<file path="src/irdu_pkg.sv">
// ----------------------------------------------------------------------------
// irdu_pkg
// Shared types, constants and the digit alphabet for the radix digit unit.
// ----------------------------------------------------------------------------
package irdu_pkg;

    localparam int DIGIT_W  = 6;
    localparam int CHAR_W   = 7;
    localparam int OUT_TDATA_W = 8;

    localparam logic [DIGIT_W-1:0] RADIX_MIN   = 6'd2;
    localparam logic [DIGIT_W-1:0] RADIX_MAX   = 6'd62;
    localparam logic [DIGIT_W-1:0] RADIX_RESET = 6'd2;

    localparam logic [CHAR_W-1:0] CHAR_ZERO    = 7'd48;
    localparam logic [CHAR_W-1:0] CHAR_UPPER_A = 7'd65;
    localparam logic [CHAR_W-1:0] CHAR_LOWER_A = 7'd97;

    typedef enum logic [1:0] {
        ST_IDLE,
        ST_DIV,
        ST_FETCH,
        ST_EMIT
    } t_state;

    typedef struct packed {
        logic load;
        logic div_step;
        logic fetch;
        logic emit_next;
    } t_dp_cmd;

    typedef struct packed {
        logic bit_last;
        logic quot_zero;
        logic count_last;
        logic rd_zero;
    } t_dp_sts;

    function automatic logic [CHAR_W-1:0] digit_to_ascii(input logic [DIGIT_W-1:0] d);
        logic [CHAR_W-1:0] dx;
        dx = {1'b0, d};
        if (d < 6'd10) begin
            return CHAR_ZERO + dx;
        end
        if (d < 6'd36) begin
            return CHAR_UPPER_A + (dx - 7'd10);
        end
        return CHAR_LOWER_A + (dx - 7'd36);
    endfunction

endpackage

</file>
<file path="src/irdu_ctrl.sv">
// ----------------------------------------------------------------------------
// irdu_ctrl
// Sequencer: accept, per-digit division, then fetch and emit of stored digits.
// ----------------------------------------------------------------------------
module irdu_ctrl (
    input  logic             i_clk,
    input  logic             i_rst_n,
    input  logic             i_s_valid,
    output logic             o_s_ready,
    output logic             o_m_valid,
    input  logic             i_m_ready,
    output irdu_pkg::t_dp_cmd o_cmd,
    input  irdu_pkg::t_dp_sts i_sts
);
    import irdu_pkg::*;

    t_state r_state;
    t_state n_state;

    always_ff @(posedge i_clk) begin
        if (!i_rst_n) begin
            r_state <= ST_IDLE;
        end else begin
            r_state <= n_state;
        end
    end

    always_comb begin
        n_state   = r_state;
        o_s_ready = 1'b0;
        o_m_valid = 1'b0;
        o_cmd     = '0;
        case (r_state)
            ST_IDLE: begin
                o_s_ready = 1'b1;
                if (i_s_valid) begin
                    o_cmd.load = 1'b1;
                    n_state    = ST_DIV;
                end
            end
            ST_DIV: begin
                o_cmd.div_step = 1'b1;
                if (i_sts.bit_last && (i_sts.quot_zero || i_sts.count_last)) begin
                    n_state = ST_FETCH;
                end
            end
            ST_FETCH: begin
                o_cmd.fetch = 1'b1;
                n_state     = ST_EMIT;
            end
            ST_EMIT: begin
                o_m_valid = 1'b1;
                if (i_m_ready) begin
                    if (i_sts.rd_zero) begin
                        n_state = ST_IDLE;
                    end else begin
                        o_cmd.emit_next = 1'b1;
                        n_state         = ST_FETCH;
                    end
                end
            end
            default: begin
                n_state = ST_IDLE;
            end
        endcase
    end

    a_out_excl_in: assert property (@(posedge i_clk) disable iff (!i_rst_n)
        o_m_valid |-> !o_s_ready)
        else $error("output valid while input is open");

    a_load_to_div: assert property (@(posedge i_clk) disable iff (!i_rst_n)
        (i_s_valid && o_s_ready) |=> (r_state == ST_DIV))
        else $error("accepted transaction did not start division");

    a_emit_more: assert property (@(posedge i_clk) disable iff (!i_rst_n)
        (o_m_valid && i_m_ready && !i_sts.rd_zero) |=> (r_state == ST_FETCH))
        else $error("digit run ended early");

endmodule

</file>
<file path="src/irdu_dp.sv">
// ----------------------------------------------------------------------------
// irdu_dp
// Datapath: radix register, bit-serial divider, digit store and char lookup.
// ----------------------------------------------------------------------------
module irdu_dp #(
    parameter int VALUE_BITS = 32
) (
    input  logic                            i_clk,
    input  logic                            i_rst_n,
    input  logic                            i_cfg_we,
    input  logic [irdu_pkg::DIGIT_W-1:0]    i_cfg_radix,
    input  logic [VALUE_BITS-1:0]           i_value,
    input  irdu_pkg::t_dp_cmd               i_cmd,
    output irdu_pkg::t_dp_sts               o_sts,
    output logic [irdu_pkg::CHAR_W-1:0]     o_digit_char
);
    import irdu_pkg::*;

    localparam int IW = $clog2(VALUE_BITS);
    localparam logic [IW-1:0] IDX_LAST = IW'(VALUE_BITS - 1);

    logic [DIGIT_W-1:0]    r_radix;
    logic [DIGIT_W-1:0]    eff_radix;
    logic [VALUE_BITS-1:0] r_quot;
    logic [DIGIT_W-1:0]    r_rem;
    logic [IW-1:0]         r_bit;
    logic [IW-1:0]         r_count;
    logic [IW-1:0]         r_rd_idx;
    logic [DIGIT_W-1:0]    r_rd_data;
    logic [DIGIT_W-1:0]    r_store [VALUE_BITS];

    logic [DIGIT_W:0]      rem_sh;
    logic [DIGIT_W:0]      rem_sub;
    logic                  rem_ge;
    logic [DIGIT_W-1:0]    n_rem;
    logic [VALUE_BITS-1:0] n_quot;

    always_ff @(posedge i_clk) begin
        if (!i_rst_n) begin
            r_radix <= RADIX_RESET;
        end else if (i_cfg_we) begin
            r_radix <= i_cfg_radix;
        end
    end

    always_comb begin
        if (r_radix < RADIX_MIN) begin
            eff_radix = RADIX_MIN;
        end else if (r_radix > RADIX_MAX) begin
            eff_radix = RADIX_MAX;
        end else begin
            eff_radix = r_radix;
        end
    end

    // one quotient bit per cycle
    assign rem_sh  = {r_rem, r_quot[VALUE_BITS-1]};
    assign rem_sub = rem_sh - {1'b0, eff_radix};
    assign rem_ge  = rem_sh >= {1'b0, eff_radix};
    assign n_rem   = rem_ge ? rem_sub[DIGIT_W-1:0] : rem_sh[DIGIT_W-1:0];
    assign n_quot  = {r_quot[VALUE_BITS-2:0], rem_ge};

    always_ff @(posedge i_clk) begin
        if (!i_rst_n) begin
            r_rem   <= '0;
            r_bit   <= '0;
            r_count <= '0;
        end else if (i_cmd.load) begin
            r_rem   <= '0;
            r_bit   <= '0;
            r_count <= '0;
        end else if (i_cmd.div_step) begin
            if (r_bit == IDX_LAST) begin
                r_rem   <= '0;
                r_bit   <= '0;
                r_count <= r_count + 1'b1;
            end else begin
                r_rem <= n_rem;
                r_bit <= r_bit + 1'b1;
            end
        end
    end

    always_ff @(posedge i_clk) begin
        if (i_cmd.load) begin
            r_quot <= i_value;
        end else if (i_cmd.div_step) begin
            r_quot <= n_quot;
        end
        if (i_cmd.div_step && (r_bit == IDX_LAST)) begin
            r_store[r_count] <= n_rem;
            r_rd_idx         <= r_count;
        end else if (i_cmd.emit_next) begin
            r_rd_idx <= r_rd_idx - 1'b1;
        end
        if (i_cmd.fetch) begin
            r_rd_data <= r_store[r_rd_idx];
        end
    end

    assign o_sts.bit_last   = (r_bit == IDX_LAST);
    assign o_sts.quot_zero  = (n_quot == '0);
    assign o_sts.count_last = (r_count == IDX_LAST);
    assign o_sts.rd_zero    = (r_rd_idx == '0);
    assign o_digit_char     = digit_to_ascii(r_rd_data);

    a_rem_range: assert property (@(posedge i_clk) disable iff (!i_rst_n)
        i_cmd.div_step |-> (r_rem < eff_radix))
        else $error("partial remainder out of range");

endmodule

</file>
<file path="src/integer_to_radix_digits_unit.sv">
// ----------------------------------------------------------------------------
// integer_to_radix_digits_unit
// Converts an unsigned value into ASCII digits in a radix from 2 to 62.
// ----------------------------------------------------------------------------
// Usage:
//   Slave stream: one value per transaction, low VALUE_BITS bits of tdata.
//   Master stream: one ASCII digit per transaction, most significant first;
//   tlast marks the least significant digit. Zero gives the single digit '0'.
//   Config channel: 6-bit radix, always ready; write only while idle.
//   Radix below 2 acts as 2, 63 acts as 62.
// Sequence:
//   A value is accepted, then divided once per digit (one quotient bit per
//   cycle in the shared shift-subtract divider), each remainder going to the
//   digit store; then each digit is read from the store and output in turn.
//   The next value is accepted after the final digit's transaction.
// Reset: radix returns to 2, the block goes idle and drops tvalid.
// Stall: a digit on the master side holds until taken; the conversion waits.
// ----------------------------------------------------------------------------
module integer_to_radix_digits_unit #(
    parameter int VALUE_BITS = 32
) (
    input  logic                                   i_clk,
    input  logic                                   i_rst_n,
    // config channel
    input  logic                                   i_cfg_valid,
    output logic                                   o_cfg_ready,
    input  logic [irdu_pkg::DIGIT_W-1:0]           i_cfg_data,   // radix
    // input stream
    input  logic                                   i_s_axis_tvalid,
    output logic                                   o_s_axis_tready,
    input  logic [((VALUE_BITS+7)/8)*8-1:0]        i_s_axis_tdata,  // value
    // output stream
    output logic                                   o_m_axis_tvalid,
    input  logic                                   i_m_axis_tready,
    output logic [irdu_pkg::OUT_TDATA_W-1:0]       o_m_axis_tdata,  // digit_char
    output logic                                   o_m_axis_tlast   // last_digit
);
    import irdu_pkg::*;

    t_dp_cmd           cmd;
    t_dp_sts           sts;
    logic [CHAR_W-1:0] digit_char;

    assign o_cfg_ready = 1'b1;

    irdu_ctrl u_ctrl (
        .i_clk     (i_clk),
        .i_rst_n   (i_rst_n),
        .i_s_valid (i_s_axis_tvalid),
        .o_s_ready (o_s_axis_tready),
        .o_m_valid (o_m_axis_tvalid),
        .i_m_ready (i_m_axis_tready),
        .o_cmd     (cmd),
        .i_sts     (sts)
    );

    irdu_dp #(
        .VALUE_BITS (VALUE_BITS)
    ) u_dp (
        .i_clk        (i_clk),
        .i_rst_n      (i_rst_n),
        .i_cfg_we     (i_cfg_valid),
        .i_cfg_radix  (i_cfg_data),
        .i_value      (i_s_axis_tdata[VALUE_BITS-1:0]),
        .i_cmd        (cmd),
        .o_sts        (sts),
        .o_digit_char (digit_char)
    );

    assign o_m_axis_tdata = {{(OUT_TDATA_W-CHAR_W){1'b0}}, digit_char};
    assign o_m_axis_tlast = sts.rd_zero;

endmodule
</file>
<file path="config.mk">
export PLATFORM = sky130hd
export DESIGN_NAME = integer_to_radix_digits_unit
export DESIGN_NICKNAME = d
export VERILOG_FILES = /design/src/irdu_pkg.sv /design/src/irdu_ctrl.sv /design/src/irdu_dp.sv /design/src/integer_to_radix_digits_unit.sv
export SDC_FILE = /design/constraint.sdc
export NUM_CORES = 1
export LEC_CHECK = 0
export BUFFER_PORTS_ARGS = -buffer_cell sky130_fd_sc_hd__buf_2
export CORE_UTILIZATION = 40
export CTS_BUF_LIST = sky130_fd_sc_hd__clkbuf_4 sky130_fd_sc_hd__clkbuf_8
export DETAILED_ROUTE_END_ITERATION = 7
export SKIP_LAST_GASP = 1
export SYNTH_ARGS = -nofsm -noshare
export SYNTH_HDL_FRONTEND = slang
export SYNTH_SLANG_ARGS = --single-unit
</file>
<file path="constraint.sdc">
create_clock -name i_clk -period 5.8 [get_ports i_clk]
set_clock_uncertainty 0.2 [all_clocks]
set_input_delay 0.58 -clock i_clk [delete_from_list [all_inputs] [get_ports i_clk]]
set_output_delay 0.58 -clock i_clk [all_outputs]
set_load 0.01 [all_outputs]
</file>
==> results of run 1 <==
Yosys cell counts, drive strengths merged (2+ instances only):
library cell	number	area share, %
nand2	25	0.84
mux2i	22	2.0
nor4	8	0.45
nand4	5	0.28
xnor2	10	0.79
inv	15	0.51
nand3	5	0.22
or3	3	0.17
nor2	54	1.8
mux4	48	9.7
a21oi	17	0.76
o21ai	9	0.40
xor2	5	0.39
clkbuf	20	0.67
a21o	3	0.20
or2	3	0.17
dfxtp	24	4.3
and3	3	0.17
nor3	5	0.22
mux2	47	4.8
edfxtp	235	63
buf	15	0.84
nand2b	7	0.39
a31oi	2	0.11
or3b	2	0.16
a221o	7	0.63
nor2b	10	0.56
ha	21	2.4
nand3b	4	0.27
o211ai	3	0.25
and2	3	0.17
conb	2	0.067
o22ai	6	0.34
a22o	6	0.47
per-stage QoR:
| stage | area, um^2 | setup slack [ns] |
|---|---|---|
| 5_1_grt | 12700 | 2.00 |
| 4_1_cts | 12700 | 2.14 |
| 3_3_place_gp | 11800 | 2.54 |
| 2_1_floorplan | 11100 | 2.59 |
| 3_5_place_dp | 11800 | 2.41 |
| 6_report | 12700 | 2.27 |
flip-flops by register name (all words and copies together), names as in the netlist:
signal,cells
u_dp.r_rd_idx,5
u_dp.r_bit,5
u_dp.r_rd_data,6
u_dp.r_count,5
u_ctrl.r_state,2
u_dp.r_store,192
u_dp.r_rem,6
u_dp.r_quot,32
u_dp.r_radix,6
power groups by stage:
stage	sequential (W)	clock [W]	combinational [W]
6_report	0.00228	0.00169	0.000395
3_5_place_dp	0.00232	0	0.000406
3_3_place_gp	0.00232	0	0.000392
2_1_floorplan	0.00231	0	0.000214
4_1_cts	0.00228	0.00172	0.000403
5_1_grt	0.00229	0.00181	0.000434
cells by family (layout without fill, tap and decap cells):
family          count (synthesis)  count (layout)  share of synthesized area [%]
other cells                     2               2                         0.0675
simple gates                  139             139                           6.05
buf+inv                        51             150                           2.06
flops                         259             259                           67.7
mux                           117             117                           16.4
fa+ha+maj                      22              22                           2.54
xor+xnor                       15              15                           1.18
compound gates                 63              63                           3.96
metal layers:
metal	share of wire, %	vias up	routed length [um]
li1	-	2751	-
met1	43	3053	10100
met2	49	200	11500
met3	5.3	51	1240
met4	3.1	0	724
met5	0	-	0
cell type report:
type	instances	area, um^2
timing repair buffer	59	313
fill	2351	14400
sequential	259	7540
multi-input combinational	358	3380
clock buffer	61	739
clock inverter	14	166
inverter	16	60.1
tap	372	465
worst max-delay path, cell delays in order, from the launching register on:
cell and delay (ns):
edfxtp_1 0.51, buf_4 0.42, inv_1 0.19, ha_1 0.16, nor4b_1 0.67, buf_2 0.27
worst min-delay path by stage:
stage	from	endpoint	slack, ns	cells past startpoint
2_1_floorplan	u_dp.r_rem[5]$_SDFFE_PP0P_	u_dp.r_rem[5]$_SDFFE_PP0P_	0.24	1
3_3_place_gp	u_dp.r_bit[3]$_SDFFE_PP0P_	u_dp.r_bit[3]$_SDFFE_PP0P_	0.27	2
3_5_place_dp	u_dp.r_rem[5]$_SDFFE_PP0P_	u_dp.r_rem[5]$_SDFFE_PP0P_	0.29	1
4_1_cts	i_cfg_data[1]	u_dp.r_radix[1]$_SDFFE_PN1P_	0.02	3
5_1_grt	i_cfg_data[1]	u_dp.r_radix[1]$_SDFFE_PN1P_	0.06	3
6_report	i_cfg_data[1]	u_dp.r_radix[1]$_SDFFE_PN1P_	0.07	3
==> impl_metrics.tcl, run 1 <==
set metrics [dict create \
    antenna_found_initial 0 \
    yosysWarnings 0 \
    power_w 0.00436 \
    setup.worst_path.end "o_m_axis_tlast" \
    crit-reg2reg-capture "u_dp.r_store[27][5]$_DFFE_PP_" \
    cap_violations 0 \
    grt.met1_usage_pct 22.5 \
    crit_start "u_dp.r_rd_idx[0]$_DFFE_PP_" \
    drt_first_pass_iters 5 \
    initial_utilization_pct 41.1 \
    insertion_delay_ns 0.54 \
    cts_setup_buffers 0 \
    power.share.clock_pct 38.7 \
    antenna_cells 0 \
    cts_tree "built" \
    run_status "finished, final reports clean" \
    crit_arrival_ns 2.75 \
    dp.cells 1064 \
    ioPinCount 55 \
    die_y_um 169 \
    cp-end-kind "output port" \
    dr.first_iter.drc_count 400 \
    grt_most_used_layer "met2" \
    fin_crit_sh_pct 60.9 \
    final_common_cell "edfxtp_1" \
    routed_wl_mm 23.6 \
    hold_viol 0 \
    synth_nets 733 \
    yosysUniqueCellTypes 53 \
    layout_common_cells "edfxtp_1 (235), nor2_1 (53), buf_2 (52), mux4_2 (48), mux2_2 (47)" \
    ys_seq_area_share_pct 67.7 \
    grt_usage_pct 17.2 \
    grt_overflow_total 0 \
    power_density_nw_per_um2 345 \
    htreeDepth 2 \
    path_class "flop to output port" \
    tns_ns 0 \
    syn_avg_cell_area_um2 16.7 \
    p_leak_nw 4.29 \
    p_sw_w 0.00101 \
    syn_area_um2 11100 \
    maxSlewViolCount 0 \
    period_needed_ns 3.53 \
    r2r_cells 7 \
    critical_path.max_fanout 47 \
    clock-sinks 259 \
    combPwrFrac_pct 9.1 \
    numCtsBuffers 43 \
    synth_edf_count 235 \
    hold_slack_ns 0.0672 \
    wl_per_cell_um 20.7 \
    gp_congestion 0.805 \
    dieArea_um2 28500 \
    rsz0062_at_grt "false" \
    drive_above_1_share_pct 30.6 \
    clock.fmax_mhz 283 \
    drc 0 \
    r2r_start "u_dp.r_bit[0]$_SDFFE_PP0P_" \
    drtAntennaViolNets 0 \
    synthArstFlopShare_pct 0 \
    ir_drop_mv 0.203 \
    vias 6055 \
    ys.flop_type "edfxtp_1" \
    grt_pass1_vias 6461 \
    start_kind "flop" \
    required_ns 5.02 \
    grt_pass1_wl_mm 36.9 \
    cts-root-buf "clkbuf_8" \
    core_area_um2 27100 \
    reg2reg_slack_ns 2.35 \
    via_per_inst 5.32 \
    pwr-share-seq_pct 52.3 \
    path_clk_slew_ns 0.06 \
    hold_buffers 0 \
    worst_pin_slew_ns 0.900 \
    port_buffers 52 \
    slew_headroom_pct 40.0 \
    rows 60 \
    final_util_pct 46.7 \
    ys_ff_latch 259 \
    grt_max_degree 48 \
    area_delta_synth_final_pct 13.7 \
    hp-class "primary input to flop" \
    post_cts_resize_count 0 \
    syn_inst 668 \
    intPower_w 0.00335 \
    clock_path_buffers 3 \
    die_w_um 169 \
    instances_no_fill 1139 \
    use_met2_pct 28.5 \
    hpwl_mm 15.2 \
    finalSetupViolCount 0 \
    grt_use_met3_pct 3.34 \
    p_sw_share_pct 23.2 \
    nNetsFinal 802 \
]
No activity file was read; power rests on OpenSTA's default activity.
==> inputs of run 2 (changes only) <==
==> constraint.sdc (replaced) <==
create_clock -name i_clk -period 3 [get_ports i_clk]
set_clock_uncertainty 0.2 [all_clocks]
set_input_delay 0.3 -clock i_clk [delete_from_list [all_inputs] [get_ports i_clk]]
set_output_delay 0.3 -clock i_clk [all_outputs]
set_load 0.01 [all_outputs]
==> run 2 against run 1 <==
  * Count of clock-buffer cells in the layout fell by 7
  * Sequential power rose by 93%
  * Total power rose by 92%
  * Global-route usage fell by 0.37 points
  * Critical endpoint is now u_dp.r_rem[0]$_SDFFE_PP0P_
==> impl_metrics.tcl, run 2 (synthesis gave the netlist of run 1 again) <==
set metrics [dict create \
    run_status "finished, final reports clean" \
    finalSetupViolCount 0 \
    via_per_inst 5.13 \
    drc 0 \
    post-place-ws_ns 0.0768 \
    crit_buf_inv 3 \
    clock_path_buffers 3 \
    largest_register "u_dp.r_store" \
    slowest_stage "dfxtp_1" \
    area_delta_synth_final_pct 21.7 \
    grt_pass1_wl_mm 36.6 \
    grt_usage_pct 16.9 \
    num-fill-cells 2211 \
    r2r_cells 12 \
    largest_reg_flops 192 \
    final_util_pct 50.0 \
    hpwl_mm 14.4 \
    maxSlewViolCount 0 \
    required_ns 3.23 \
    r2r_start "u_dp.r_radix[3]$_SDFFE_PN0P_" \
    grt_overflow_total 0 \
    fin_crit_sh_pct 95.1 \
    die_y_um 169 \
    power_density_nw_per_um2 618 \
    drt_first_pass_iters 5 \
    insertion_delay_ns 0.54 \
    start_kind "flop" \
    nNetsFinal 895 \
    critical_path.cell_chain "inv_1 -> a41oi_1 -> a21oi_1 -> nor2b_1 -> ha_1 -> nand2b_1 -> a21oi_2 -> o211ai_4 -> buf_4 -> mux2i_4 -> buf_12 -> a22o_1" \
    design_area_um2 13600 \
    min_path_cells 3 \
    drtAntennaViolNets 0 \
    initial_utilization_pct 41.1 \
    ir_drop_mv 0.413 \
    hold_viol 0 \
    period_needed_ns 2.85 \
    clock-sinks 259 \
    clock.fmax_mhz 350 \
    hold_slack_ns 0.0795 \
    reg2reg_slack_ns 0.15 \
    place_area_um2 12100 \
    dieArea_um2 28500 \
    antenna_cells 0 \
    path_delay_family "compound AO/OA/AOI/OAI gates" \
    path_class "flop to flop" \
    grt_pass1_vias 6706 \
    path_clk_slew_ns 0.06 \
    antenna_found_initial 1 \
    top_regs "u_dp.r_store (192), u_dp.r_quot (32)" \
    min_from "i_s_axis_tvalid" \
    cap_violations 0 \
    port_buffers 52 \
    cts_tree "built" \
    cts_setup_buffers 0 \
    crit_arrival_ns 3.08 \
    p_leak_nw 4.74 \
    cp-end-kind "flop" \
    ioPinCount 55 \
    hp-class "primary input to flop" \
    gp_congestion 0.827 \
    htreeDepth 2 \
    numCtsBuffers 43 \
    drive_above_1_share_pct 31.5 \
    crit-reg2reg-capture "u_dp.r_rem[0]$_SDFFE_PP0P_" \
    setup_ws_ns 0.147 \
    core_area_um2 27100 \
    vias 6321 \
    power_w 0.00837 \
    routed_wl_mm 23.4 \
    cts-root-buf "clkbuf_8" \
    worst_pin_slew_ns 0.800 \
    hold-path-endpoint "u_ctrl.r_state[0]$_SDFFE_PN0P_" \
    dr.first_iter.drc_count 289 \
    wl_per_cell_um 19.0 \
    slew_headroom_pct 46.1 \
    rows 60 \
    final_common_cell "edfxtp_1" \
    die_w_um 169 \
    grt_max_degree 34 \
    critical_path.max_fanout 17 \
    layout_common_cells "edfxtp_1 (235), nor2_1 (53), dlygate4sd3_1 (52), buf_2 (52), mux4_2 (48)" \
    critPathMaxStageDelay_ns 0.37 \
]
-- run 2: metal layers --
metal / GRT usage, % / share of wire [%] / vias to the layer above
li1: - / - / 2943
met1: 21.6 / 43 / 3176
met2: 29.1 / 50 / 165
met3: 3.25 / 4.7 / 37
met4: 4.94 / 2.7 / 0
met5: 0 / 0 / -
-- run 2: area by class of cell --
| type | count | area (um^2) | share of cell area, % |
|---|---|---|---|
| Timing Repair Buffer | 152 | 1210 | 8.92 |
| Clock inverter | 22 | 175 | 1.29 |
| Multi-Input combinational cell | 358 | 3420 | 25.2 |
| Clock buffer | 54 | 687 | 5.07 |
| Sequential cell | 259 | 7540 | 55.6 |
| Inverter | 16 | 60.1 | 0.443 |
| Tap cell | 372 | 465 | 3.43 |
-- run 2: worst register-to-register path: cells and delay by family, from the launching register on --
| family | cells | cell delay, ns |
|---|---|---|
| AO/OA/AOI/OAI | 5 | 0.87 |
| adder cells (fa/ha/maj) | 1 | 0.29 |
| buffers and inverters | 3 | 0.47 |
| flip-flops | 1 | 0.37 |
| multiplexers | 1 | 0.22 |
| AND/OR/NAND/NOR | 2 | 0.33 |
-- run 2: worst max-delay path by stage --
stage / start / endpoint / slack [ns] / cells after the start
6_report: u_dp.r_radix[3]$_SDFFE_PN0P_ / u_dp.r_rem[0]$_SDFFE_PP0P_ / 0.15 / 12
5_1_grt: u_dp.r_radix[3]$_SDFFE_PN0P_ / u_dp.r_rem[0]$_SDFFE_PP0P_ / -0.02 / 12
4_1_cts: u_dp.r_radix[3]$_SDFFE_PN0P_ / u_dp.r_store[0][4]$_DFFE_PP_ / 0.03 / 9
3_5_place_dp: u_dp.r_radix[3]$_SDFFE_PN0P_ / u_dp.r_rem[2]$_SDFFE_PP0P_ / 0.08 / 10
3_3_place_gp: u_dp.r_radix[4]$_SDFFE_PN0P_ / u_dp.r_rem[2]$_SDFFE_PP0P_ / 0.19 / 10
2_1_floorplan: u_dp.r_radix[4]$_SDFFE_PN0P_ / u_dp.r_store[0][0]$_DFFE_PP_ / -0.21 / 9
-- run 2: power by group --
group,switching [W],internal (W),leakage [nW]
clock,0.00133,0.00176,0.448
combinational,0.000548,0.000328,1.92
sequential,0.0000519,0.00435,2.37
-- run 2: per-stage QoR --
step / instances / TNS [ns]
final: 1233 / 0
after global routing: 1233 / -0.0190
after CTS: 1232 / 0
after detailed placement: 1104 / 0
after global placement: 1104 / 0
after floorplan: 668 / -13.90
-- run 2: what timing repair did --
action / in CTS / in global routing
hold buffers: 52 / 0
hold endpoints to repair: 40 / 0
setup endpoints to repair: 0 / 166
gates resized for setup: 0 / 7
